## src/rtl/i2p_pkg.sv

```systemverilog
// ----------------------------------------------------------------------------
// i2p_pkg
// Shared constants and helpers for the infix to postfix converter: character
// codes, operator encoding, precedence and default stack depth.
// ----------------------------------------------------------------------------
`default_nettype none

package i2p_pkg;

   // Character codes
   localparam logic [7:0] CHAR_LOW_A = 8'd97;
   localparam logic [7:0] CHAR_LOW_Z = 8'd122;
   localparam logic [7:0] CHAR_PLUS  = 8'h2B;
   localparam logic [7:0] CHAR_MINUS = 8'h2D;
   localparam logic [7:0] CHAR_STAR  = 8'h2A;
   localparam logic [7:0] CHAR_SLASH = 8'h2F;
   localparam logic [7:0] CHAR_NONE  = 8'd0;

   // Stacked operator encoding; bit 1 set means high precedence
   localparam int unsigned OP_W = 2;
   typedef logic [OP_W-1:0] op_code_type;
   localparam op_code_type OP_ADD = 2'd0;
   localparam op_code_type OP_SUB = 2'd1;
   localparam op_code_type OP_MUL = 2'd2;
   localparam op_code_type OP_DIV = 2'd3;

   localparam int unsigned STACK_DEPTH_DEFAULT = 16;

   function automatic logic is_letter(input logic [7:0] c);
      return (c >= CHAR_LOW_A) && (c <= CHAR_LOW_Z);
   endfunction

   function automatic logic is_operator(input logic [7:0] c);
      return (c == CHAR_PLUS) || (c == CHAR_MINUS) || (c == CHAR_STAR) ||
             (c == CHAR_SLASH);
   endfunction

   function automatic op_code_type op_code_of(input logic [7:0] c);
      op_code_type code;
      case (c)
         CHAR_PLUS:  code = OP_ADD;
         CHAR_MINUS: code = OP_SUB;
         CHAR_STAR:  code = OP_MUL;
         default:    code = OP_DIV;
      endcase
      return code;
   endfunction

   // Precedence: 1 for '*' and '/', 0 for '+' and '-'
   function automatic logic op_rank(input op_code_type code);
      return code[1];
   endfunction

   function automatic logic [7:0] op_char(input op_code_type code);
      logic [7:0] ch;
      unique case (code)
         OP_ADD:  ch = CHAR_PLUS;
         OP_SUB:  ch = CHAR_MINUS;
         OP_MUL:  ch = CHAR_STAR;
         OP_DIV:  ch = CHAR_SLASH;
         default: ch = CHAR_NONE;
      endcase
      return ch;
   endfunction

endpackage

`default_nettype wire

```

## src/rtl/i2p_ram.sv

```systemverilog
// ----------------------------------------------------------------------------
// i2p_ram
// Generic single-port-write, single-port-read RAM with registered read data.
// Read data holds while rd_en is low.
// ----------------------------------------------------------------------------
`default_nettype none

module i2p_ram #(
   parameter int unsigned WIDTH = 2,
   parameter int unsigned DEPTH = 16,
   parameter int unsigned ADDR_W = (DEPTH > 1) ? $clog2(DEPTH) : 1
) (
   input  wire logic              clock,
   input  wire logic              wr_en,
   input  wire logic [ADDR_W-1:0] wr_addr,
   input  wire logic [WIDTH-1:0]  wr_data,
   input  wire logic              rd_en,
   input  wire logic [ADDR_W-1:0] rd_addr,
   output logic      [WIDTH-1:0]  rd_data
);

   logic [WIDTH-1:0] mem_ff [DEPTH];

   // Write port
   always_ff @(posedge clock) begin
      if (wr_en) begin
         mem_ff[wr_addr] <= wr_data;
      end
   end

   // Registered read port
   always_ff @(posedge clock) begin
      if (rd_en) begin
         rd_data <= mem_ff[rd_addr];
      end
   end

endmodule

`default_nettype wire

```

## src/rtl/infix_to_postfix_converter_core.sv

```systemverilog
// ----------------------------------------------------------------------------
// infix_to_postfix_converter_core
// Shunting-yard converter without parentheses: letters pass straight through,
// operators go through an operator stack held in RAM, an end marker flushes.
// ----------------------------------------------------------------------------
// Takes one character per req_ beat and returns postfix characters as rsp_
// beats; run_last marks the last beat caused by a request, expr_done the last
// beat of a flush (a bare beat with has_symbol low when the stack was empty).
// The operator stack lives in a RAM with one registered read port, so each
// pop first reads the top entry. A letter is taken in and passed out when
// decoded; an ignored character is just decoded. An operator on an empty
// stack is decoded and pushed. On a non-empty stack the top is read and
// compared, each operator of equal or higher precedence is popped, and a
// compare that finds a lower one ends the pops before the push. An end marker
// pops every stacked operator. A step that emits waits on rsp_stall. req_stall
// is high while a request is in work. A push onto a full stack is dropped and
// sets overflow_seen until the end of the expression.
// ----------------------------------------------------------------------------
`default_nettype none

module infix_to_postfix_converter_core #(
   parameter int unsigned STACK_DEPTH = i2p_pkg::STACK_DEPTH_DEFAULT
) (
   input  wire logic       clock,
   input  wire logic       reset,
   input  wire logic       req_valid,
   output logic            req_stall,
   input  wire logic [7:0] req_symbol,
   input  wire logic       req_end_of_expr,
   output logic            rsp_valid,
   input  wire logic       rsp_stall,
   output logic      [7:0] rsp_symbol_out,
   output logic            rsp_has_symbol,
   output logic            rsp_run_last,
   output logic            rsp_expr_done,
   output logic            rsp_overflow_seen
);

   import i2p_pkg::*;

   localparam int unsigned ADDR_W = $clog2(STACK_DEPTH);
   localparam int unsigned CNT_W  = $clog2(STACK_DEPTH + 1);

   localparam logic [1:0] S_IDLE = 2'd0;
   localparam logic [1:0] S_DEC  = 2'd1;
   localparam logic [1:0] S_CMP  = 2'd2;
   localparam logic [1:0] S_FIN  = 2'd3;

   logic [1:0]       state_ff, state_in;
   logic [7:0]       sym_ff, sym_in;
   logic             eoe_ff, eoe_in;
   logic [CNT_W-1:0] count_ff, count_in;
   logic             ovf_ff, ovf_in;
   op_code_type      pend_ff, pend_in;
   logic             pend_v_ff, pend_v_in;

   logic             rsp_valid_ff, rsp_valid_in;
   logic [7:0]       rsp_sym_ff;
   logic             rsp_has_ff, rsp_last_ff, rsp_done_ff, rsp_ovf_ff;

   logic             emit;
   logic [7:0]       emit_sym;
   logic             emit_has, emit_last, emit_done;

   logic              ram_wr_en, ram_rd_en;
   logic [ADDR_W-1:0] ram_wr_addr, ram_rd_addr;
   op_code_type       top_code;

   logic             out_free;
   op_code_type      cur_op;
   logic [CNT_W-1:0] count_m1, count_m2;
   logic             count_one, count_zero, stack_full;

   assign out_free   = !rsp_valid_ff || !rsp_stall;
   assign cur_op     = op_code_of(sym_ff);
   assign count_m1   = count_ff - CNT_W'(1);
   assign count_m2   = count_ff - CNT_W'(2);
   assign count_one  = (count_ff == CNT_W'(1));
   assign count_zero = (count_ff == '0);
   assign stack_full = (count_ff == CNT_W'(STACK_DEPTH));

   // Operator stack storage
   i2p_ram #(
      .WIDTH (OP_W),
      .DEPTH (STACK_DEPTH),
      .ADDR_W(ADDR_W)
   ) u_stack (
      .clock  (clock),
      .wr_en  (ram_wr_en),
      .wr_addr(ram_wr_addr),
      .wr_data(cur_op),
      .rd_en  (ram_rd_en),
      .rd_addr(ram_rd_addr),
      .rd_data(top_code)
   );

   // Sequencer: decode the request, then pop, push or flush one step a cycle unless the output stalls
   always_comb begin
      state_in    = state_ff;
      sym_in      = sym_ff;
      eoe_in      = eoe_ff;
      count_in    = count_ff;
      ovf_in      = ovf_ff;
      pend_in     = pend_ff;
      pend_v_in   = pend_v_ff;
      emit        = 1'b0;
      emit_sym    = CHAR_NONE;
      emit_has    = 1'b0;
      emit_last   = 1'b0;
      emit_done   = 1'b0;
      ram_wr_en   = 1'b0;
      ram_wr_addr = count_ff[ADDR_W-1:0];
      ram_rd_en   = 1'b0;
      ram_rd_addr = count_m1[ADDR_W-1:0];

      unique case (state_ff)
         S_IDLE: begin
            if (req_valid) begin
               sym_in   = req_symbol;
               eoe_in   = req_end_of_expr;
               state_in = S_DEC;
            end
         end

         S_DEC: begin
            if (eoe_ff) begin
               if (count_zero) begin
                  // empty flush: one bare closing beat
                  if (out_free) begin
                     emit      = 1'b1;
                     emit_last = 1'b1;
                     emit_done = 1'b1;
                     ovf_in    = 1'b0;
                     state_in  = S_IDLE;
                  end
               end else begin
                  ram_rd_en = 1'b1;
                  state_in  = S_CMP;
               end
            end else if (is_letter(sym_ff)) begin
               if (out_free) begin
                  emit      = 1'b1;
                  emit_sym  = sym_ff;
                  emit_has  = 1'b1;
                  emit_last = 1'b1;
                  state_in  = S_IDLE;
               end
            end else if (is_operator(sym_ff)) begin
               if (count_zero) begin
                  state_in = S_FIN;
               end else begin
                  ram_rd_en = 1'b1;
                  state_in  = S_CMP;
               end
            end else begin
               state_in = S_IDLE;
            end
         end

         S_CMP: begin
            if (eoe_ff) begin
               // flush: pop top, last beat closes the expression
               if (out_free) begin
                  emit      = 1'b1;
                  emit_sym  = op_char(top_code);
                  emit_has  = 1'b1;
                  emit_last = count_one;
                  emit_done = count_one;
                  count_in  = count_m1;
                  if (count_one) begin
                     ovf_in   = 1'b0;
                     state_in = S_IDLE;
                  end else begin
                     ram_rd_en   = 1'b1;
                     ram_rd_addr = count_m2[ADDR_W-1:0];
                  end
               end
            end else if (op_rank(cur_op) <= op_rank(top_code)) begin
               // pop into the pending slot; release the older pending beat
               if (!pend_v_ff || out_free) begin
                  if (pend_v_ff) begin
                     emit     = 1'b1;
                     emit_sym = op_char(pend_ff);
                     emit_has = 1'b1;
                  end
                  pend_in   = top_code;
                  pend_v_in = 1'b1;
                  count_in  = count_m1;
                  if (count_one) begin
                     state_in = S_FIN;
                  end else begin
                     ram_rd_en   = 1'b1;
                     ram_rd_addr = count_m2[ADDR_W-1:0];
                  end
               end
            end else begin
               state_in = S_FIN;
            end
         end

         S_FIN: begin
            // release the last pending pop, then push or flag overflow
            if (!pend_v_ff || out_free) begin
               if (pend_v_ff) begin
                  emit      = 1'b1;
                  emit_sym  = op_char(pend_ff);
                  emit_has  = 1'b1;
                  emit_last = 1'b1;
               end
               pend_v_in = 1'b0;
               if (stack_full) begin
                  ovf_in = 1'b1;
               end else begin
                  ram_wr_en = 1'b1;
                  count_in  = count_ff + CNT_W'(1);
               end
               state_in = S_IDLE;
            end
         end

         default: begin
            state_in = S_IDLE;
         end
      endcase
   end

   // Hold the output beat until taken; load a new one when emitted
   always_comb begin
      rsp_valid_in = rsp_valid_ff;
      if (emit) begin
         rsp_valid_in = 1'b1;
      end else if (!rsp_stall) begin
         rsp_valid_in = 1'b0;
      end
   end

   // Control registers
   always_ff @(posedge clock) begin
      if (reset) begin
         state_ff     <= S_IDLE;
         count_ff     <= '0;
         ovf_ff       <= 1'b0;
         pend_v_ff    <= 1'b0;
         rsp_valid_ff <= 1'b0;
      end else begin
         state_ff     <= state_in;
         count_ff     <= count_in;
         ovf_ff       <= ovf_in;
         pend_v_ff    <= pend_v_in;
         rsp_valid_ff <= rsp_valid_in;
      end
   end

   // Payload registers
   always_ff @(posedge clock) begin
      sym_ff  <= sym_in;
      eoe_ff  <= eoe_in;
      pend_ff <= pend_in;
      if (emit) begin
         rsp_sym_ff  <= emit_sym;
         rsp_has_ff  <= emit_has;
         rsp_last_ff <= emit_last;
         rsp_done_ff <= emit_done;
         rsp_ovf_ff  <= ovf_ff;
      end
   end

   assign req_stall         = (state_ff != S_IDLE);
   assign rsp_valid         = rsp_valid_ff;
   assign rsp_symbol_out    = rsp_sym_ff;
   assign rsp_has_symbol    = rsp_has_ff;
   assign rsp_run_last      = rsp_last_ff;
   assign rsp_expr_done     = rsp_done_ff;
   assign rsp_overflow_seen = rsp_ovf_ff;

endmodule

`default_nettype wire

```

## config.mk

```make
export PLATFORM = sky130hd
export DESIGN_NAME = infix_to_postfix_converter_core
export DESIGN_NICKNAME = d
export VERILOG_FILES = /design/src/rtl/i2p_pkg.sv /design/src/rtl/i2p_ram.sv /design/src/rtl/infix_to_postfix_converter_core.sv
export SDC_FILE = /design/constraint.sdc
export NUM_CORES = 1
export LEC_CHECK = 0
export ABC_AREA = 1
export ABC_CLOCK_PERIOD_IN_PS = 5850
export BUFFER_PORTS_ARGS = -buffer_cell sky130_fd_sc_hd__buf_4
export CORE_MARGIN = 2
export CORE_UTILIZATION = 65
export CTS_CLUSTER_SIZE = 25
export DETAILED_ROUTE_END_ITERATION = 8
export GPL_ROUTABILITY_DRIVEN = 0
export PLACE_DENSITY_LB_ADDON = 0.05
export SLEW_MARGIN = 0
export SYNTH_ARGS = -nofsm -noshare
export SYNTH_HDL_FRONTEND = slang
export SYNTH_SLANG_ARGS = --single-unit
```

## constraint.sdc

```tcl
create_clock -name clock -period 5.85 [get_ports clock]
set_input_delay 1.755 -clock clock [delete_from_list [all_inputs] [get_ports clock]]
set_output_delay 1.755 -clock clock [all_outputs]
set_load 0.03 [all_outputs]
```

* After elaboration in Yosys (flattened, before gate mapping)
Memory sizes are Yosys's and may differ from the RTL's. A register that Yosys moved wholly into a read port is not among the register bits. Index checks and enable logic that the tools add are counted.
Operators by class: $add $sub $neg 3, order comparisons 3, eq/ne operators 35, mux-type cells 87, bitwise logic cells 1, reduce and logical (&&, ||, !) cells 22
Operators with widths (count):
- two-way mux 8 bit | 8
- case mux 8 bit (4 select lines) | 2
- two-way mux 1 bit | 41
- == test 8 x 6 -> 1 bit (second input constant) | 4
- two-way mux 5 bit | 6
- two-way mux 2 bit | 13
- inequality test 2 bit (second input constant) | 13
- two-way mux 4 bit | 6
- case mux 8 bit (3 select lines) | 1
- inequality test 3 bit (second input constant) | 5
- == test 2 bit (second input constant) | 6
- case mux 1 bit (3 select lines) | 4
- AND reduction 6 bit | 2
- case mux 5 bit (2 select lines) | 1
- AND reduction 9 bit | 1
- >= comparator 8 x 7 -> 1 bit (second input constant) | 1
- less-or-equal comparator 8 x 7 -> 1 bit (second input constant) | 1
- case mux 2 bit (4 select lines) | 1
- == test 2 x 1 -> 1 bit (second input constant) | 3
- logical NOT 2 bit | 3
- case mux 1 bit (2 select lines) | 3
- case mux 2 bit (3 select lines) | 1
- adder 5 x 1 -> 5 bit (second input constant) | 1
- == test 5 x 1 -> 1 bit (second input constant) | 1
- other kinds (16) | 23
Storage, ports and cells: flip-flop bits (word level) 33, memory bits (writable) 32, bits of input ports 13, output and inout port bits 14, word-level logic and storage cells 165, memories 1
Memory list:
- u_stack.mem_ff | words 16, width 2, read ports 1, clocked after Yosys merged registers in 1, write ports 1, line i2p_ram.sv:22 | logic [WIDTH-1:0] mem_ff [DEPTH];

* Logic depth before layout (Yosys ltp)
Gate-level depths: netlist (run 1).
depth after elaboration 8, gate-level depth with buffers 16, depth with buffers taken out 15

* Modules after synthesis
A second synthesis (run 1) with hierarchy kept.
Unflattened totals: cells, all modules 436, area total of the unflattened synthesis 3821.2 um2
Modules (own cells, without submodules):
- infix_to_postfix_converter_core | instances 1, cells an instance 277, area an instance 2269.7 um2, seq. area each 890.9 um2
- i2p_ram | instances 1, cells an instance 159, area an instance 1551.5 um2, seq. area each 1021.0 um2

* Worst setup path before layout (run 1)
OpenSTA, ideal clock, no wires.
path kind input -> register, start point input port rsp_stall, end point register u_stack.rd_data[1] (read register of u_stack.mem_ff), data pin, library setup time 253 ps, arrival time 2947 ps, required time 5597 ps, path slack 2649 ps, stages 12, buffers on the path 1, cells stage by stage nand2_1 nor2_1 nor3_1 a21oi_1 nand2_2 nand2_4 buf_8 nand2_1 nand3_1 nand3_1 nand3_1 nand2_1
Between the ends: word-level cells in the longest chain between the ends 7, elaborated cells on any way between the ends 13, those cells by class mux (10); reduce/logical (3)
RTL lines:
- start, declared | line infix_to_postfix_converter_core.sv:31 | input wire logic rsp_stall,
- logical NOT 1 bit (*)
- logical OR 1 bit (*) | line infix_to_postfix_converter_core.sv:74 | assign out_free = !rsp_valid_ff || !rsp_stall;
- logical OR 1 bit | line infix_to_postfix_converter_core.sv:180 | if (!pend_v_ff || out_free) begin
- two-way mux 1 bit or two-way mux 4 bit (tied branches) | line infix_to_postfix_converter_core.sv:180
- two-way mux 1 bit or two-way mux 4 bit (tied branches) | line infix_to_postfix_converter_core.sv:178 | end else if (op_rank(cur_op) <= op_rank(top_code)) begin
- two-way mux 1 bit or two-way mux 4 bit (tied branches) | line infix_to_postfix_converter_core.sv:161 | if (eoe_ff) begin
- case mux 1 bit (2 select lines) or two-way mux 4 bit (tied branches) | line infix_to_postfix_converter_core.sv:116 | unique case (state_ff)
- end, declared | line i2p_ram.sv:19 | output logic [WIDTH-1:0] rd_data
Every way passes the cells marked *; elsewhere a longest branch is shown, timed or not. A chain may end at the register's enable or synchronous reset.

* Worst setup path in the final report (run 1)
Same ends and word-level chain as after synthesis.

==> results.sh, run 1 <==
export IMPL_h_tree_depth=3
export IMPL_met2_usage_pct=42.4
export IMPL_clockBufferDepth=2
export IMPL_p_leak_nw=1.69
export IMPL_status="completed"
export IMPL_min_period_ns=3.33
export IMPL_tns_ns=0
export IMPL_fin_skew_ns=0.00916
export IMPL_ys_types=34
export IMPL_slew_viol_final=0
export IMPL_crit_fanout=17
export IMPL_core_rowCount=27
export IMPL_layout_nets=463
export IMPL_final_common_cell="nand2_1"
export IMPL_start_kind="input port"
export IMPL_synth_cells=405
export IMPL_routedWlPerCell_um=15.1
export IMPL_avgSynthCellArea_um2=8.87
export IMPL_ios=27
export IMPL_grt_pass1_wl_um=12600
export IMPL_viasPerCell=5.67
export IMPL_final_area_um2=4030
export IMPL_r2r_start="state_ff[0]$_SDFFE_PP0P_"
export IMPL_grt_remaining_overflow=0
export IMPL_synth_top_area_share_pct=47.6
export IMPL_tightest_slew_ns=0.578
export IMPL_die_area_um2=6140
export IMPL_core_area_um2=5410
export IMPL_drtIter0Drc=338
export IMPL_power_w=0.00102
export IMPL_start_util_pct=66.5
export IMPL_cts_resized=0
export IMPL_antenna_found_initial=0
export IMPL_cts_setup_buffers=0
export IMPL_path_class="input port to flip-flop"
export IMPL_drtPass1Iterations=5
export IMPL_hp_class="flip-flop to flip-flop"
export IMPL_maxCapViolations=0
export IMPL_grtUsageMet1_pct=38.0
export IMPL_insertion_delay_ns=0.35
export IMPL_final_util_pct=74.5
export IMPL_yosysTopAreaCell="edfxtp_1"
export IMPL_p_per_area_nw_per_um2=253
export IMPL_die_height_um=78.3
export IMPL_grt_util_met3_pct=6.09
export IMPL_cts_root_buf="clkbuf_8"
export IMPL_cts_tree="built"
export IMPL_hpwl_um=5550
export IMPL_track_usage_pct=27.2
export IMPL_required_ns=5.96
export IMPL_yosysSeqAreaShare_pct=53.2
export IMPL_crit_arrival_ns=3.45
export IMPL_fin_cells=514
export IMPL_place_area_um2=3840
export IMPL_ant_nets=0
export IMPL_fill_cells=403
export IMPL_slew_headroom_pct=61.4
export IMPL_ys_ff_latch=67
export IMPL_crit_start="rsp_stall"
export IMPL_drc=0
export IMPL_clkSinkCount=67
export IMPL_dieWidth_um=78.3
export IMPL_grt_pass1_vias=2698
export IMPL_hold_violations=0
export IMPL_synth_fp_nets=431
export IMPL_netlist_top_cells_area="edfxtp_1 48%, nand2_1 9.1%, nand3_1 7.2%, inv_1 6.2%, dfxtp_1 5.6%"
export IMPL_wirelength_um=7770
export IMPL_io_buffers=26
export IMPL_ys_warn_count=0
export IMPL_grt_most_used_layer="met2"
export IMPL_grt_max_degree=18
export IMPL_insertedDiodeCount=0
export IMPL_syn_to_final_growth_pct=12.2
export IMPL_rsz0062_at_grt="false"
export IMPL_setup_viol=0
export IMPL_period_share_pct=57.0
export IMPL_clock_fmax_ghz=0.300
export IMPL_vias=2913
export IMPL_final_cell_mix="87 x nand2_1, 59 x inv_1, 57 x edfxtp_1"
export IMPL_hold_start="ovf_ff$_SDFFE_PP0P_"
export IMPL_hold_buffers=0
export IMPL_synth_area_um2=3590
export IMPL_peakVddDrop_v=0.000236
export IMPL_worstSetupEndpointType="flip-flop"
export IMPL_numCtsBuffers=9
export IMPL_clk_pin_slew_worst_paths_ns=0.08
export IMPL_post_place_cells=498
export IMPL_layout_drive_gt1_share_pct=14.5
==> power breakdown <==
part	leakage, nW	switching [W]	internal, W
clock	0.0950	0.000184	0.000195
sequential	0.579	0.00000823	0.000528
combinational	1.01	0.0000680	0.0000341
total	1.69	0.000260	0.000757
==> path summary, 6_finish.rpt <==
check             cells after the start                           end  slack (ns)
setup / recovery                     14  u_stack.rd_data[1]$_DFFE_PP_        2.52
hold / removal                        0   rsp_overflow_seen$_DFFE_PP_        0.47
setup reg to reg                     13  u_stack.rd_data[0]$_DFFE_PP_        3.18
hold reg to reg                       0   rsp_overflow_seen$_DFFE_PP_        0.47
==> sequential cells by signal, indices dropped and copies added, names as in the netlist <==
name               cells
pend_ff                2
sym_ff                 8
u_stack.mem_ff        32
rsp_run_last           1
ovf_ff                 1
rsp_valid              1
eoe_ff                 1
u_stack.rd_data        2
pend_v_ff              1
count_ff               5
rsp_expr_done          1
state_ff               2
rsp_overflow_seen      1
rsp_has_symbol         1
rsp_symbol_out         8
==> cell type report <==
| type | count | area [µm²] | share of cell area [%] |
|---|---|---|---|
| sequential | 67 | 1910 | 47.5 |
| tap | 72 | 90.1 | 2.24 |
| clock inverter | 7 | 68.8 | 1.71 |
| clock buffer | 9 | 124 | 3.07 |
| inverter | 65 | 246 | 6.12 |
| timing repair buffer | 26 | 195 | 4.84 |
| multi-input combinational | 268 | 1390 | 34.6 |
==> synthesized netlist by cell type, drive strengths merged <==
cell type,number
a21boi,1
a21oi,14
a221oi,1
a31oi,2
buf,4
clkbuf,1
conb,1
dfxtp,10
edfxtp,57
ha,13
inv,65
nand2,94
nand3,55
nand3b,5
nand4,1
nor2,40
nor3,11
o211ai,2
o21ai,22
o31ai,1
or2,2
xnor2,2
xor2,1
==> metal layers <==
metal / up-vias / share of wire [%]
met5: - / 0
met2: 136 / 46
li1: 1403 / -
met3: 16 / 7.9
met1: 1358 / 44
met4: 0 / 1.8
==> critical path, stage by stage <==
cell and delay, ns:
buf_4 0.08, nand2_1 0.12, nor2_1 0.24, nor2_1 0.12, nand2_1 0.08, nand2_1 0.06
nand2_2 0.31, nand2_4 0.21, nand2_1 0.11, nand2_1 0.06, nand2_1 0.05, nand3_1 0.07
nand3_1 0.11, nand2_1 0.05
==> cell families after synthesis <==
| logic type | Yosys count | share of synthesized area [%] |
|---|---|---|
| AO/OA/AOI/OAI | 43 | 6.76 |
| XOR/XNOR | 3 | 0.732 |
| adder cells (fa/ha/maj) | 13 | 4.53 |
| buffers and inverters | 70 | 8.01 |
| flip-flops | 67 | 53.2 |
| other | 1 | 0.104 |
| AND/OR/NAND/NOR | 208 | 26.6 |
==> through the flow <==
stage	setup WS [ns]	hold WS, ns
floorplan	2.65	0.408
global placement	2.28	0.443
detailed placement	2.21	0.443
CTS	2.56	0.460
global route	2.33	0.487
finish	2.52	0.469
(Power assumes the default switching activity.)
==> run 2, diff against run 1 <==
--- a/config.mk
+++ b/config.mk
@@ -6,10 +6,10 @@
 export NUM_CORES = 1
 export LEC_CHECK = 0
 export ABC_AREA = 1
-export ABC_CLOCK_PERIOD_IN_PS = 5850
+export ABC_CLOCK_PERIOD_IN_PS = 3250
 export BUFFER_PORTS_ARGS = -buffer_cell sky130_fd_sc_hd__buf_4
 export CORE_MARGIN = 2
-export CORE_UTILIZATION = 65
+export CORE_UTILIZATION = 60
 export CTS_CLUSTER_SIZE = 25
 export DETAILED_ROUTE_END_ITERATION = 8
 export GPL_ROUTABILITY_DRIVEN = 0
==> constraint.sdc (replaced) <==
create_clock -name clock -period 3.25 [get_ports clock]
set_input_delay 0.975 -clock clock [delete_from_list [all_inputs] [get_ports clock]]
set_output_delay 0.975 -clock clock [all_outputs]
set_load 0.03 [all_outputs]
==> run 2 against run 1 <==
Worst hold slack improved by 0.0087 ns; global-route usage fell by 0.64 points; non-clock buffer count rose by 1; first-iteration DRC count rose by 21%; routed wire length grew 4.0%; combinational power up 81%; largest cell class unchanged.
==> results.sh, run 2 (same netlist as run 1, synthesis figures left out) <==
export IMPL_status="completed"
export IMPL_path_class="flip-flop to flip-flop"
export IMPL_place_area_um2=3850
export IMPL_insertedDiodeCount=0
export IMPL_pre_cts_ws_ns=0.398
export IMPL_top_layer_used="met4"
export IMPL_p_leak_nw=1.69
export IMPL_hold_violations=0
export IMPL_routed_wl_met3_um=677
export IMPL_final_area_um2=4030
export IMPL_die_area_um2=6620
export IMPL_start_util_pct=61.4
export IMPL_slew_viol_final=0
export IMPL_dieWidth_um=81.4
export IMPL_rrSetupSlack_ns=0.66
export IMPL_hold_start="u_stack.rd_data[1]$_DFFE_PP_"
export IMPL_final_seq_area_um2=1910
export IMPL_final_common_cell="nand2_1"
export IMPL_grt_pass1_vias=2655
export IMPL_routedWlPerCell_um=15.6
export IMPL_io_buffers=26
export IMPL_crit_start="count_ff[0]$_SDFFE_PP0P_"
export IMPL_antenna_found_initial=0
export IMPL_grt_remaining_overflow=0
export IMPL_syn_to_final_growth_pct=12.3
export IMPL_core_area_um2=5850
export IMPL_period_share_pct=79.8
export IMPL_hold_buffers=0
export IMPL_h_tree_depth=3
export IMPL_met1Wirelength_um=3620
export IMPL_cts_resized=0
export IMPL_clockBufferDepth=2
export IMPL_hpwl_um=5890
export IMPL_drc=0
export IMPL_layout_nets=464
export IMPL_final_util_pct=68.9
export IMPL_regMostFlops="u_stack.mem_ff"
export IMPL_tns_ns=0
export IMPL_cts_tree="built"
export IMPL_sw_frac_of_total_pct=24.8
export IMPL_ios=27
export IMPL_fin_skew_ns=0.00608
export IMPL_slew_headroom_pct=60.5
export IMPL_r2r_start="count_ff[0]$_SDFFE_PP0P_"
export IMPL_peakVddDrop_v=0.000301
export IMPL_clockPowerShare_pct=36.6
export IMPL_cts_root_buf="clkbuf_8"
export IMPL_core_rowCount=28
export IMPL_largest_reg_flops=32
export IMPL_viasPerCell=5.64
export IMPL_crit_arrival_ns=2.59
export IMPL_wirelength_um=8080
export IMPL_p_comb_share_pct=10.2
export IMPL_required_ns=3.24
export IMPL_clkSinkCount=67
export IMPL_tightest_slew_ns=0.591
export IMPL_cts_setup_buffers=0
export IMPL_grt_max_degree=18
export IMPL_layout_setup_ws_ns=0.656
export IMPL_numCtsBuffers=9
export IMPL_clk_pin_slew_worst_paths_ns=0.07
export IMPL_power_switching_w=0.000450
export IMPL_hp_class="flip-flop to flip-flop"
export IMPL_ant_nets=0
export IMPL_setup_viol=0
export IMPL_rsz0062_at_grt="false"
export IMPL_maxCapViolations=0
export IMPL_die_height_um=81.4
export IMPL_grt_pass1_wl_um=13000
export IMPL_vias=2920
export IMPL_layout_drive_gt1_share_pct=14.2
export IMPL_p_per_area_nw_per_um2=450
export IMPL_p_int_w=0.00136
export IMPL_crit_fanout=12
export IMPL_track_usage_pct=26.6
export IMPL_start_kind="flip-flop"
export IMPL_pwr_share_seq_pct=53.2
export IMPL_routed_wl_met2_um=3590
export IMPL_fill_cells=465
export IMPL_worstSetupEndpointType="flip-flop"
export IMPL_clock_fmax_ghz=0.386
export IMPL_drtIter0Drc=409
export IMPL_min_period_ns=2.59
export IMPL_multiInputGateArea_um2=1390
export IMPL_final_cell_mix="87 x nand2_1, 59 x inv_1, 57 x edfxtp_1"
export IMPL_drtPass1Iterations=6
export IMPL_insertion_delay_ns=0.35
## run 2: final timing paths
kind,end,depth (start not counted)
worst max register to register,rsp_overflow_seen$_DFFE_PP_,8
worst max-delay path,rsp_overflow_seen$_DFFE_PP_,8
worst min-delay path,pend_ff[1]$_DFFE_PP_,0
worst min register to register,pend_ff[1]$_DFFE_PP_,0
## run 2: power by group through the flow
stage | Sequential [W] | Combinational [W] | Clock, W
5_1_grt | 0.000969 | 0.000205 | 0.000706
3_5_place_dp | 0.000985 | 0.000182 | 0
3_3_place_gp | 0.000985 | 0.000177 | 0
4_1_cts | 0.000966 | 0.000182 | 0.000671
6_report | 0.000967 | 0.000185 | 0.000664
2_1_floorplan | 0.000994 | 0.000115 | 0
## run 2: per-layer routing
metal	vias to the layer above	track usage (%)
li1	1405	-
met1	1339	38.6
met2	149	38.6
met3	27	6.78
met4	0	9.15
met5	-	0
## run 2: final cells by class
class / count / share of cell area (%)
flip-flops and latches: 67 / 47.4
multi-input cells: 268 / 34.5
inverters: 65 / 6.11
repair buffers: 27 / 5.03
clock buffers: 11 / 3.26
well taps: 75 / 2.33
clock inverters: 5 / 1.33
## run 2: critical path: stages (launching register included)
cell,delay [ns]
dfxtp_1,0.42
inv_1,0.22
ha_1,0.17
inv_1,0.06
nor3_1,0.43
nand2_1,0.15
nor2_1,0.16
o21ai_0,0.21
inv_1,0.41
## run 2: per-stage QoR
stage | hold WS (ns) | power (W) | instances
after floorplan | 0.408 | 0.00111 | 405
after global placement | 0.442 | 0.00116 | 502
after detailed placement | 0.456 | 0.00117 | 502
after CTS | 0.476 | 0.00182 | 518
after global routing | 0.483 | 0.00188 | 518
final | 0.478 | 0.00182 | 518
